<file path="src/hdl/bpsm_pkg.sv">
// shared types, constants and codes of the battery power state monitor
package bpsm_pkg;

    localparam int unsigned MV_W     = 14;
    localparam int unsigned TICK_W   = 32;
    localparam int unsigned CYCLE_W  = 16;
    localparam int unsigned TENTH_W  = 13;
    localparam int unsigned LEVEL_W  = 4;
    localparam int unsigned PCT_W    = 7;
    localparam int unsigned CIDX_W   = 3;
    localparam int unsigned CDATA_W  = 32;
    localparam int unsigned NUM_STEPS = 10;

    // reciprocal of ten for 16-bit dividends: (x * 52429) >> 19
    localparam logic [15:0] RECIP_TEN   = 16'd52429;
    localparam int unsigned RECIP_SHIFT = 19;

    localparam logic [MV_W-1:0] INIT_MV = 14'd3700;

    typedef enum logic [1:0] {
        ST_CHARGED  = 2'd0,
        ST_CHARGING = 2'd1,
        ST_LOWPOWER = 2'd2,
        ST_BATTERY  = 2'd3
    } power_state_t;

    typedef enum logic [CIDX_W-1:0] {
        REG_LOW_MV     = 3'd0,
        REG_CRIT_MV    = 3'd1,
        REG_LOW_TO     = 3'd2,
        REG_CRIT_TO    = 3'd3,
        REG_INACT_TO   = 3'd4,
        REG_CYCLE      = 3'd5
    } cfg_index_t;

    typedef struct packed {
        logic [MV_W-1:0]    low_mv;
        logic [MV_W-1:0]    crit_mv;
        logic [TICK_W-1:0]  low_to;
        logic [TICK_W-1:0]  crit_to;
        logic [TICK_W-1:0]  inact_to;
        logic [CYCLE_W-1:0] cycle;
        logic [TENTH_W-1:0] cycle_tenth;
    } cfg_t;

    localparam logic [MV_W-1:0] LEVEL_TABLE_MV [NUM_STEPS] = '{
        14'd3000, 14'd3780, 14'd3830, 14'd3870, 14'd3890,
        14'd3920, 14'd3960, 14'd4000, 14'd4040, 14'd4100
    };

endpackage

</file>
<file path="src/hdl/bpsm_if.sv">
// channel interfaces: samples in, results out, register writes
interface bpsm_in_if;
    import bpsm_pkg::*;
    logic                valid;
    logic                ready;
    logic [MV_W-1:0]     battery_mv;
    logic                charging;
    logic                power_good;
    logic [TICK_W-1:0]   now_ticks;
    logic [TICK_W-1:0]   inactivity_ticks;

    modport source (output valid, battery_mv, charging, power_good, now_ticks,
                    inactivity_ticks, input ready);
    modport sink   (input valid, battery_mv, charging, power_good, now_ticks,
                    inactivity_ticks, output ready);
endinterface

interface bpsm_out_if;
    import bpsm_pkg::*;
    logic                valid;
    logic                ready;
    logic [1:0]          power_state;
    logic                state_changed;
    logic                can_fly;
    logic [PCT_W-1:0]    level_percent;
    logic [CYCLE_W-1:0]  led_on_ticks;
    logic [CYCLE_W-1:0]  led_off_ticks;
    logic                shutdown_request;
    logic [MV_W-1:0]     min_mv;
    logic [MV_W-1:0]     max_mv;

    modport source (output valid, power_state, state_changed, can_fly, level_percent,
                    led_on_ticks, led_off_ticks, shutdown_request, min_mv, max_mv,
                    input ready);
    modport sink   (input valid, power_state, state_changed, can_fly, level_percent,
                    led_on_ticks, led_off_ticks, shutdown_request, min_mv, max_mv,
                    output ready);
endinterface

interface bpsm_cfg_if;
    import bpsm_pkg::*;
    logic                valid;
    logic                ready;
    logic [CIDX_W-1:0]   index;
    logic [CDATA_W-1:0]  data;

    modport source (output valid, index, data, input ready);
    modport sink   (input valid, index, data, output ready);
endinterface

</file>
<file path="src/hdl/bpsm_cfg.sv">
// configuration register file with precomputed led cycle tenth
module bpsm_cfg (
    input  logic            clk,
    input  logic            rst_n,
    bpsm_cfg_if.sink        cfg,
    output bpsm_pkg::cfg_t  regs
);
    import bpsm_pkg::*;

    cfg_t                       regs_reg;
    cfg_t                       regs_next;
    logic [2*CYCLE_W-1:0]       tenth_prod;

    assign cfg.ready = 1'b1;
    assign regs      = regs_reg;

    assign tenth_prod = cfg.data[CYCLE_W-1:0] * RECIP_TEN;

    always_comb
    begin
        regs_next = regs_reg;
        if (cfg.valid)
        begin
            unique case (cfg.index)
                REG_LOW_MV:   regs_next.low_mv   = cfg.data[MV_W-1:0];
                REG_CRIT_MV:  regs_next.crit_mv  = cfg.data[MV_W-1:0];
                REG_LOW_TO:   regs_next.low_to   = cfg.data[TICK_W-1:0];
                REG_CRIT_TO:  regs_next.crit_to  = cfg.data[TICK_W-1:0];
                REG_INACT_TO: regs_next.inact_to = cfg.data[TICK_W-1:0];
                REG_CYCLE:
                begin
                    regs_next.cycle       = cfg.data[CYCLE_W-1:0];
                    regs_next.cycle_tenth = tenth_prod[RECIP_SHIFT +: TENTH_W];
                end
                default: ;
            endcase
        end
    end

    always_ff @(posedge clk or negedge rst_n)
    begin
        if (!rst_n)
        begin
            regs_reg.low_mv      <= 14'd3200;
            regs_reg.crit_mv     <= 14'd3000;
            regs_reg.low_to      <= 32'd5000;
            regs_reg.crit_to     <= 32'd120000;
            regs_reg.inact_to    <= 32'd300000;
            regs_reg.cycle       <= 16'd1000;
            regs_reg.cycle_tenth <= 13'd100;
        end
        else
        begin
            regs_reg <= regs_next;
        end
    end

endmodule

</file>
<file path="src/hdl/bpsm_level.sv">
// ten-step voltage table lookup giving the charge level
module bpsm_level (
    input  logic [bpsm_pkg::MV_W-1:0]    mv,
    output logic [bpsm_pkg::LEVEL_W-1:0] level
);
    import bpsm_pkg::*;

    logic [NUM_STEPS-1:0] above;

    always_comb
    begin
        for (int i = 0; i < NUM_STEPS; i++)
        begin
            above[i] = (mv > LEVEL_TABLE_MV[i]);
        end
    end

    // thresholds rise; the last step is left out of the count, so it caps at nine
    always_comb
    begin
        level = '0;
        for (int i = 0; i < NUM_STEPS - 1; i++)
        begin
            level = level + LEVEL_W'(above[i]);
        end
    end

endmodule

</file>
<file path="src/hdl/battery_power_state_monitor.sv">
// top level: sample register, state decision, running stats and result register
//
// usage:
//   sample channel: one item per periodic sample (voltage, charger flags,
//     tick count, inactivity time); taken when valid and ready are high
//   result channel: one item per sample, in order, with state, change flag,
//     can-fly flag, charge level, led times, shutdown request and min/max mv
//   cfg channel: register writes by index, always ready; write only while idle
//   latency: a sample accepted at edge n gives its result valid after edge n+1
//   throughput: one item per cycle; the sample register and the result
//     register form a two-stage pipeline, state is updated as an item moves
//     into the result register
//   stall: a result that waits for ready holds; one more sample is taken into
//     the sample register, after that sample ready drops until the result moves
//   reset: both stages empty, min/max at 3700 mv, stamps zero, previous state
//     on battery, registers at their default values
module battery_power_state_monitor (
    input  logic        clk,
    input  logic        rst_n,
    bpsm_in_if.sink     sample,
    bpsm_out_if.source  result,
    bpsm_cfg_if.sink    cfg
);
    import bpsm_pkg::*;

    cfg_t                 regs;

    // sample stage
    logic                 s_valid_reg;
    logic [MV_W-1:0]      s_mv_reg;
    logic                 s_chg_reg;
    logic                 s_pgood_reg;
    logic [TICK_W-1:0]    s_now_reg;
    logic [TICK_W-1:0]    s_inact_reg;

    // running state
    logic [MV_W-1:0]      lo_mv_reg,  lo_mv_next;
    logic [MV_W-1:0]      hi_mv_reg,  hi_mv_next;
    logic [TICK_W-1:0]    low_stamp_reg,  low_stamp_next;
    logic [TICK_W-1:0]    crit_stamp_reg, crit_stamp_next;
    power_state_t         prev_state_reg;

    // result stage
    logic                 r_valid_reg;
    power_state_t         r_state_reg;
    logic                 r_changed_reg;
    logic [PCT_W-1:0]     r_pct_reg;
    logic [CYCLE_W-1:0]   r_on_reg;
    logic [CYCLE_W-1:0]   r_off_reg;
    logic                 r_shut_reg;

    logic                 advance;
    logic                 take;
    logic [LEVEL_W-1:0]   level;
    power_state_t         state_next;
    logic [TICK_W-1:0]    low_elapsed;
    logic [TICK_W-1:0]    crit_elapsed;
    logic [CYCLE_W-1:0]   on_next;
    logic [CYCLE_W-1:0]   off_next;
    logic                 shut_next;
    logic [PCT_W-1:0]     pct_next;
    logic [LEVEL_W+TENTH_W-1:0] on_prod;

    bpsm_cfg u_cfg (
        .clk   (clk),
        .rst_n (rst_n),
        .cfg   (cfg),
        .regs  (regs)
    );

    bpsm_level u_level (
        .mv    (s_mv_reg),
        .level (level)
    );

    assign advance      = s_valid_reg && (!r_valid_reg || result.ready);
    assign take         = sample.valid && sample.ready;
    assign sample.ready = !s_valid_reg || advance;

    always_comb
    begin
        hi_mv_next      = (s_mv_reg > hi_mv_reg) ? s_mv_reg : hi_mv_reg;
        lo_mv_next      = (s_mv_reg < lo_mv_reg) ? s_mv_reg : lo_mv_reg;
        low_stamp_next  = (s_mv_reg > regs.low_mv)  ? s_now_reg : low_stamp_reg;
        crit_stamp_next = (s_mv_reg > regs.crit_mv) ? s_now_reg : crit_stamp_reg;
        low_elapsed     = s_now_reg - low_stamp_next;
        crit_elapsed    = s_now_reg - crit_stamp_next;
    end

    always_comb
    begin
        priority if (s_pgood_reg && !s_chg_reg)
            state_next = ST_CHARGED;
        else if (s_pgood_reg)
            state_next = ST_CHARGING;
        else if (!s_chg_reg && (low_elapsed > regs.low_to))
            state_next = ST_LOWPOWER;
        else
            state_next = ST_BATTERY;
    end

    assign on_prod  = level * regs.cycle_tenth;
    assign pct_next = PCT_W'({level, 3'b000}) + PCT_W'({level, 1'b0});

    always_comb
    begin
        on_next   = '0;
        off_next  = '0;
        shut_next = 1'b0;
        unique case (state_next)
            ST_CHARGING:
            begin
                on_next  = on_prod[CYCLE_W-1:0];
                off_next = regs.cycle - on_prod[CYCLE_W-1:0];
            end
            ST_LOWPOWER: shut_next = (crit_elapsed > regs.crit_to);
            ST_BATTERY:  shut_next = (s_inact_reg > regs.inact_to);
            default: ;
        endcase
    end

    always_ff @(posedge clk or negedge rst_n)
    begin
        if (!rst_n)
        begin
            s_valid_reg    <= 1'b0;
            r_valid_reg    <= 1'b0;
            lo_mv_reg      <= INIT_MV;
            hi_mv_reg      <= INIT_MV;
            low_stamp_reg  <= '0;
            crit_stamp_reg <= '0;
            prev_state_reg <= ST_BATTERY;
        end
        else
        begin
            if (take)
                s_valid_reg <= 1'b1;
            else if (advance)
                s_valid_reg <= 1'b0;

            if (advance)
                r_valid_reg <= 1'b1;
            else if (result.ready)
                r_valid_reg <= 1'b0;

            if (advance)
            begin
                lo_mv_reg      <= lo_mv_next;
                hi_mv_reg      <= hi_mv_next;
                low_stamp_reg  <= low_stamp_next;
                crit_stamp_reg <= crit_stamp_next;
                prev_state_reg <= state_next;
            end
        end
    end

    // payload registers
    always_ff @(posedge clk)
    begin
        if (take)
        begin
            s_mv_reg    <= sample.battery_mv;
            s_chg_reg   <= sample.charging;
            s_pgood_reg <= sample.power_good;
            s_now_reg   <= sample.now_ticks;
            s_inact_reg <= sample.inactivity_ticks;
        end
        if (advance)
        begin
            r_state_reg   <= state_next;
            r_changed_reg <= (state_next != prev_state_reg);
            r_pct_reg     <= pct_next;
            r_on_reg      <= on_next;
            r_off_reg     <= off_next;
            r_shut_reg    <= shut_next;
        end
    end

    assign result.valid            = r_valid_reg;
    assign result.power_state      = r_state_reg;
    assign result.state_changed    = r_changed_reg;
    assign result.can_fly          = (r_state_reg == ST_LOWPOWER) ||
                                     (r_state_reg == ST_BATTERY);
    assign result.level_percent    = r_pct_reg;
    assign result.led_on_ticks     = r_on_reg;
    assign result.led_off_ticks    = r_off_reg;
    assign result.shutdown_request = r_shut_reg;
    // running min/max registers move with the result register
    assign result.min_mv           = lo_mv_reg;
    assign result.max_mv           = hi_mv_reg;

endmodule

</file>
<file path="src/flat_wrapper.sv">
// flat-port wrapper written by rule: the top's interface ports become plain ports
module battery_power_state_monitor_flat import bpsm_pkg::*;
  (clk, rst_n, sample_valid, sample_battery_mv, sample_charging, sample_power_good, sample_now_ticks, sample_inactivity_ticks, sample_ready, result_valid, result_power_state, result_state_changed, result_can_fly, result_level_percent, result_led_on_ticks, result_led_off_ticks, result_shutdown_request, result_min_mv, result_max_mv, result_ready, cfg_valid, cfg_index, cfg_data, cfg_ready);
  bpsm_in_if sample_i ();
  bpsm_out_if result_i ();
  bpsm_cfg_if cfg_i ();
  input  logic clk;
  input  logic rst_n;
  input wire logic [$bits(sample_i.valid)-1:0] sample_valid;
  input wire logic [$bits(sample_i.battery_mv)-1:0] sample_battery_mv;
  input wire logic [$bits(sample_i.charging)-1:0] sample_charging;
  input wire logic [$bits(sample_i.power_good)-1:0] sample_power_good;
  input wire logic [$bits(sample_i.now_ticks)-1:0] sample_now_ticks;
  input wire logic [$bits(sample_i.inactivity_ticks)-1:0] sample_inactivity_ticks;
  output wire logic [$bits(sample_i.ready)-1:0] sample_ready;
  output wire logic [$bits(result_i.valid)-1:0] result_valid;
  output wire logic [$bits(result_i.power_state)-1:0] result_power_state;
  output wire logic [$bits(result_i.state_changed)-1:0] result_state_changed;
  output wire logic [$bits(result_i.can_fly)-1:0] result_can_fly;
  output wire logic [$bits(result_i.level_percent)-1:0] result_level_percent;
  output wire logic [$bits(result_i.led_on_ticks)-1:0] result_led_on_ticks;
  output wire logic [$bits(result_i.led_off_ticks)-1:0] result_led_off_ticks;
  output wire logic [$bits(result_i.shutdown_request)-1:0] result_shutdown_request;
  output wire logic [$bits(result_i.min_mv)-1:0] result_min_mv;
  output wire logic [$bits(result_i.max_mv)-1:0] result_max_mv;
  input wire logic [$bits(result_i.ready)-1:0] result_ready;
  input wire logic [$bits(cfg_i.valid)-1:0] cfg_valid;
  input wire logic [$bits(cfg_i.index)-1:0] cfg_index;
  input wire logic [$bits(cfg_i.data)-1:0] cfg_data;
  output wire logic [$bits(cfg_i.ready)-1:0] cfg_ready;
  assign sample_i.valid = sample_valid;
  assign sample_i.battery_mv = sample_battery_mv;
  assign sample_i.charging = sample_charging;
  assign sample_i.power_good = sample_power_good;
  assign sample_i.now_ticks = sample_now_ticks;
  assign sample_i.inactivity_ticks = sample_inactivity_ticks;
  assign sample_ready = sample_i.ready;
  assign result_valid = result_i.valid;
  assign result_power_state = result_i.power_state;
  assign result_state_changed = result_i.state_changed;
  assign result_can_fly = result_i.can_fly;
  assign result_level_percent = result_i.level_percent;
  assign result_led_on_ticks = result_i.led_on_ticks;
  assign result_led_off_ticks = result_i.led_off_ticks;
  assign result_shutdown_request = result_i.shutdown_request;
  assign result_min_mv = result_i.min_mv;
  assign result_max_mv = result_i.max_mv;
  assign result_i.ready = result_ready;
  assign cfg_i.valid = cfg_valid;
  assign cfg_i.index = cfg_index;
  assign cfg_i.data = cfg_data;
  assign cfg_ready = cfg_i.ready;
  battery_power_state_monitor u_core (.clk(clk), .rst_n(rst_n), .sample(sample_i), .result(result_i), .cfg(cfg_i));
endmodule
</file>
<file path="config.mk">
export PLATFORM = sky130hd
export DESIGN_NAME = battery_power_state_monitor_flat
export DESIGN_NICKNAME = d
export VERILOG_FILES = /design/src/hdl/bpsm_pkg.sv /design/src/hdl/bpsm_if.sv /design/src/hdl/bpsm_cfg.sv /design/src/hdl/bpsm_level.sv /design/src/hdl/battery_power_state_monitor.sv /design/src/flat_wrapper.sv
export SDC_FILE = /design/constraint.sdc
export NUM_CORES = 1
export LEC_CHECK = 0
export ABC_AREA = 1
export BUFFER_PORTS_ARGS = -buffer_cell sky130_fd_sc_hd__buf_2
export CORE_MARGIN = 3
export CORE_UTILIZATION = 40
export DETAILED_ROUTE_END_ITERATION = 12
export GPL_TIMING_DRIVEN = 0
export PLACE_DENSITY = 0.63
export SLEW_MARGIN = 30
export SYNTH_ARGS = -nofsm -noshare
export SYNTH_HDL_FRONTEND = slang
export SYNTH_SLANG_ARGS = --single-unit
</file>
<file path="constraint.sdc">
create_clock -name clk -period 14.1 [get_ports clk]
set_input_delay 0 -clock clk [delete_from_list [all_inputs] [get_ports clk]]
set_output_delay 0 -clock clk [all_outputs]
set_load 0.05 [all_outputs]
</file>
==> flow_summary.ini <==
[status]
outcome = completed

[synth]
async_reset_ff_share_pct = 67.1
netlist_instances = 3403
yosysTopAreaCell = dfrtp_1
synth_most_common_cell = nand2_1
synthTopCellsByCount = 633 x nand2_1, 628 x inv_1, 379 x ha_1
synth_seq_area_share_pct = 34.8
synth.area.top_cells = dfrtp_1 17%, ha_1 17%, edfxtp_1 13%
synth_nets = 4014
syn_area_per_cell_um2 = 8.41
synth-warning-count = 0
synth-seq-cells = 371
synth_edf_count = 122
netlist.area_leader.share_pct = 17.0
synthFlopType = dfrtp_1
synth.distinct_cells = 58
netlist_area_um2 = 28600

[clocking]
cts_tree = built
cts.reportedPaths.clkPinSlew_ps = 60
cts_made_buffers = 44
ctsResizeCount = 0
cts_buffer_depth = 3
ctsRootBufferMaster = clkbuf_16
h-tree-depth = 2
cts_setup_buffers = 0
clock-sinks = 371
insertion_delay_ps = 600

[place]
dp.cells = 4540
dp_hpwl_um = 64300
gp_congestion = 0.935
io_buffers = 192

[timing]
period_needed_ps = 9750
period_share_pct = 69.1
relSlewSlack_pct = 34.6
setup_viol_count_final = 0
worst_clock_skew_ps = 15.8
rsz0062_at_grt = no
fmax_ghz = 0.103
drv_slew = 0
tightest_slew_ps = 981
tns_ps = 0
hold_viol = 0

[run]
maxCapViolCount = 0

[critical_path]
reg2regPathDepth = 39
crit-reg2reg-launch = u_core.s_mv_reg[12]
crit_type = flip-flop to flip-flop
critPathSlowestCell = edfxtp_1
cp_common_cell = fa_1
cp_slowest_stage_delay_ps = 580
cp.arrival_ps = 10100
reg2reg_to = u_core.result.led_off_ticks[15]
crit_family = adder cells
cp_num_cells = 39
crit_start = u_core.s_mv_reg[12]
reg2reg_slack_ps = 4350
cp-endpoint = u_core.result.led_off_ticks[15]
end_kind = flip-flop
critPathMaxFanout = 10
worst-path-buf-inv = 7
cp.required_ps = 14450
worstSetupStartpointType = flip-flop

[die]
rows = 97
die-width_um = 273
core-area_um2 = 70400
start_util_pct = 40.7
io_pins = 195
fp.dieH_um = 273
die_area_um2 = 74800

[power]
power.total_uw = 8170
power_per_cell_area_nw_per_um2 = 244
ir_drop_v = 0.000205
p_leak_uw = 0.0165

[global_routing]
grt_pass1_vias = 23505
antenna_found_initial = 4
track_usage_pct = 21.9
grt-ovfl-total = 0
grt_pass1_wl_um = 129000
grt_start_max_net_pins = 79

[drt]
route.detailed.drc = 0
avgViaCountPerCell = 5.03
vias = 23805
detail-route-antenna-nets = 0
drt_iter0_drc = 1574
wl_per_cell_um = 17.3
drt_wl_total_um = 81700
drtPass1Iterations = 5

[layout]
stdcell_count = 4732
drive_above_1_share_pct = 10.7
largest_register_ffs = 153
nNetsFinal = 4366
syn_to_final_growth_pct = 16.8

[hold_path]
hp-class = input port to flip-flop
cell families (layout without fill, tap and decap cells):
kind of cell,after synthesis,after routing,share of synthesized area [%]
other cells,2,3,0.0262
xor+xnor,79,79,2.42
compound gates,712,712,13.6
fa+ha+maj,491,491,24.4
flops,371,371,34.8
buf+inv,695,1083,9.22
simple gates,1053,1053,15.5
report_power, final:
group | total, uW | leakage (uW) | switching, uW | internal, uW
clock | 1110 | 0.000705 | 495 | 617
sequential | 1660 | 0.00418 | 186 | 1470
combinational | 5400 | 0.0117 | 3540 | 1860
area by class of cell:
type / instances / area, um^2
Fill cell: 6925 / 37000
Inverter: 630 / 2370
Sequential cell: 371 / 9960
Clock inverter: 25 / 209
Timing Repair Buffer: 306 / 2220
Tap cell: 940 / 1180
Multi-Input combinational cell: 2337 / 16000
Antenna cell: 1 / 2.50
Buffer: 65 / 273
Clock buffer: 57 / 1200
cell usage in the layout, fill, tap and decap left out, types with 16 or more instances in the layout:
cell / count
nand3_1: 83
nor2_1: 206
dfrtp_1: 194
edfxtp_1: 122
fa_1: 112
a21oi_1: 245
xnor2_1: 29
inv_1: 626
nand2_1: 633
dlygate4sd3_1: 108
o21a_1: 16
clkbuf_16: 44
ha_1: 379
xor2_1: 50
a31oi_1: 20
buf_2: 199
o21ai_0: 352
nor3_1: 29
dfstp_2: 55
clkbuf_1: 59
nand4_1: 39
tightest hold or removal path, stage by stage:
cell and delay [ps]:
buf_2 170, inv_1 300, o21ai_0 150
metal layers:
metal	vias up	track usage [%]	part of all wire, %
met4	4	5.86	2.6
li1	11864	-	-
met5	-	0	0.023
met3	130	4.12	5.9
met2	612	34.5	45
met1	11195	30.8	47
stage by stage:
stage / hold slack (ps) / util, % / worst slack [ps] / instance area (um^2)
2_1_floorplan: -296 / - / 5950 / 28600
3_3_place_gp: 177 / 43.7 / 4390 / 30800
3_5_place_dp: -33.0 / 43.9 / 4470 / 30900
4_1_cts: 7.92 / 47.5 / 4420 / 33400
5_1_grt: 29.2 / 47.5 / 3740 / 33400
6_report: 29.7 / 47.5 / 4350 / 33400
worst min-delay path by stage:
stage / from / end / slack (ps) / depth (start not counted)
finish: cfg_data[15] / u_core.u_cfg.regs[76] / 30 / 3
detailed placement: rst_n / u_core.crit_stamp_reg[29] / -30 / 1
global route: cfg_data[3] / u_core.u_cfg.regs[96] / 30 / 3
floorplan: rst_n / u_core.crit_stamp_reg[0] / -300 / 0
CTS: cfg_data[3] / u_core.u_cfg.regs[64] / 8 / 3
global placement: sample_now_ticks[29] / u_core.s_now_reg[29] / 180 / 1
repair_timing:
item,in CTS,in global routing
hold buffers,109,0
endpoints found under the setup margin,0,0
hold endpoints to repair,324,0
(Power assumes the default switching activity.)
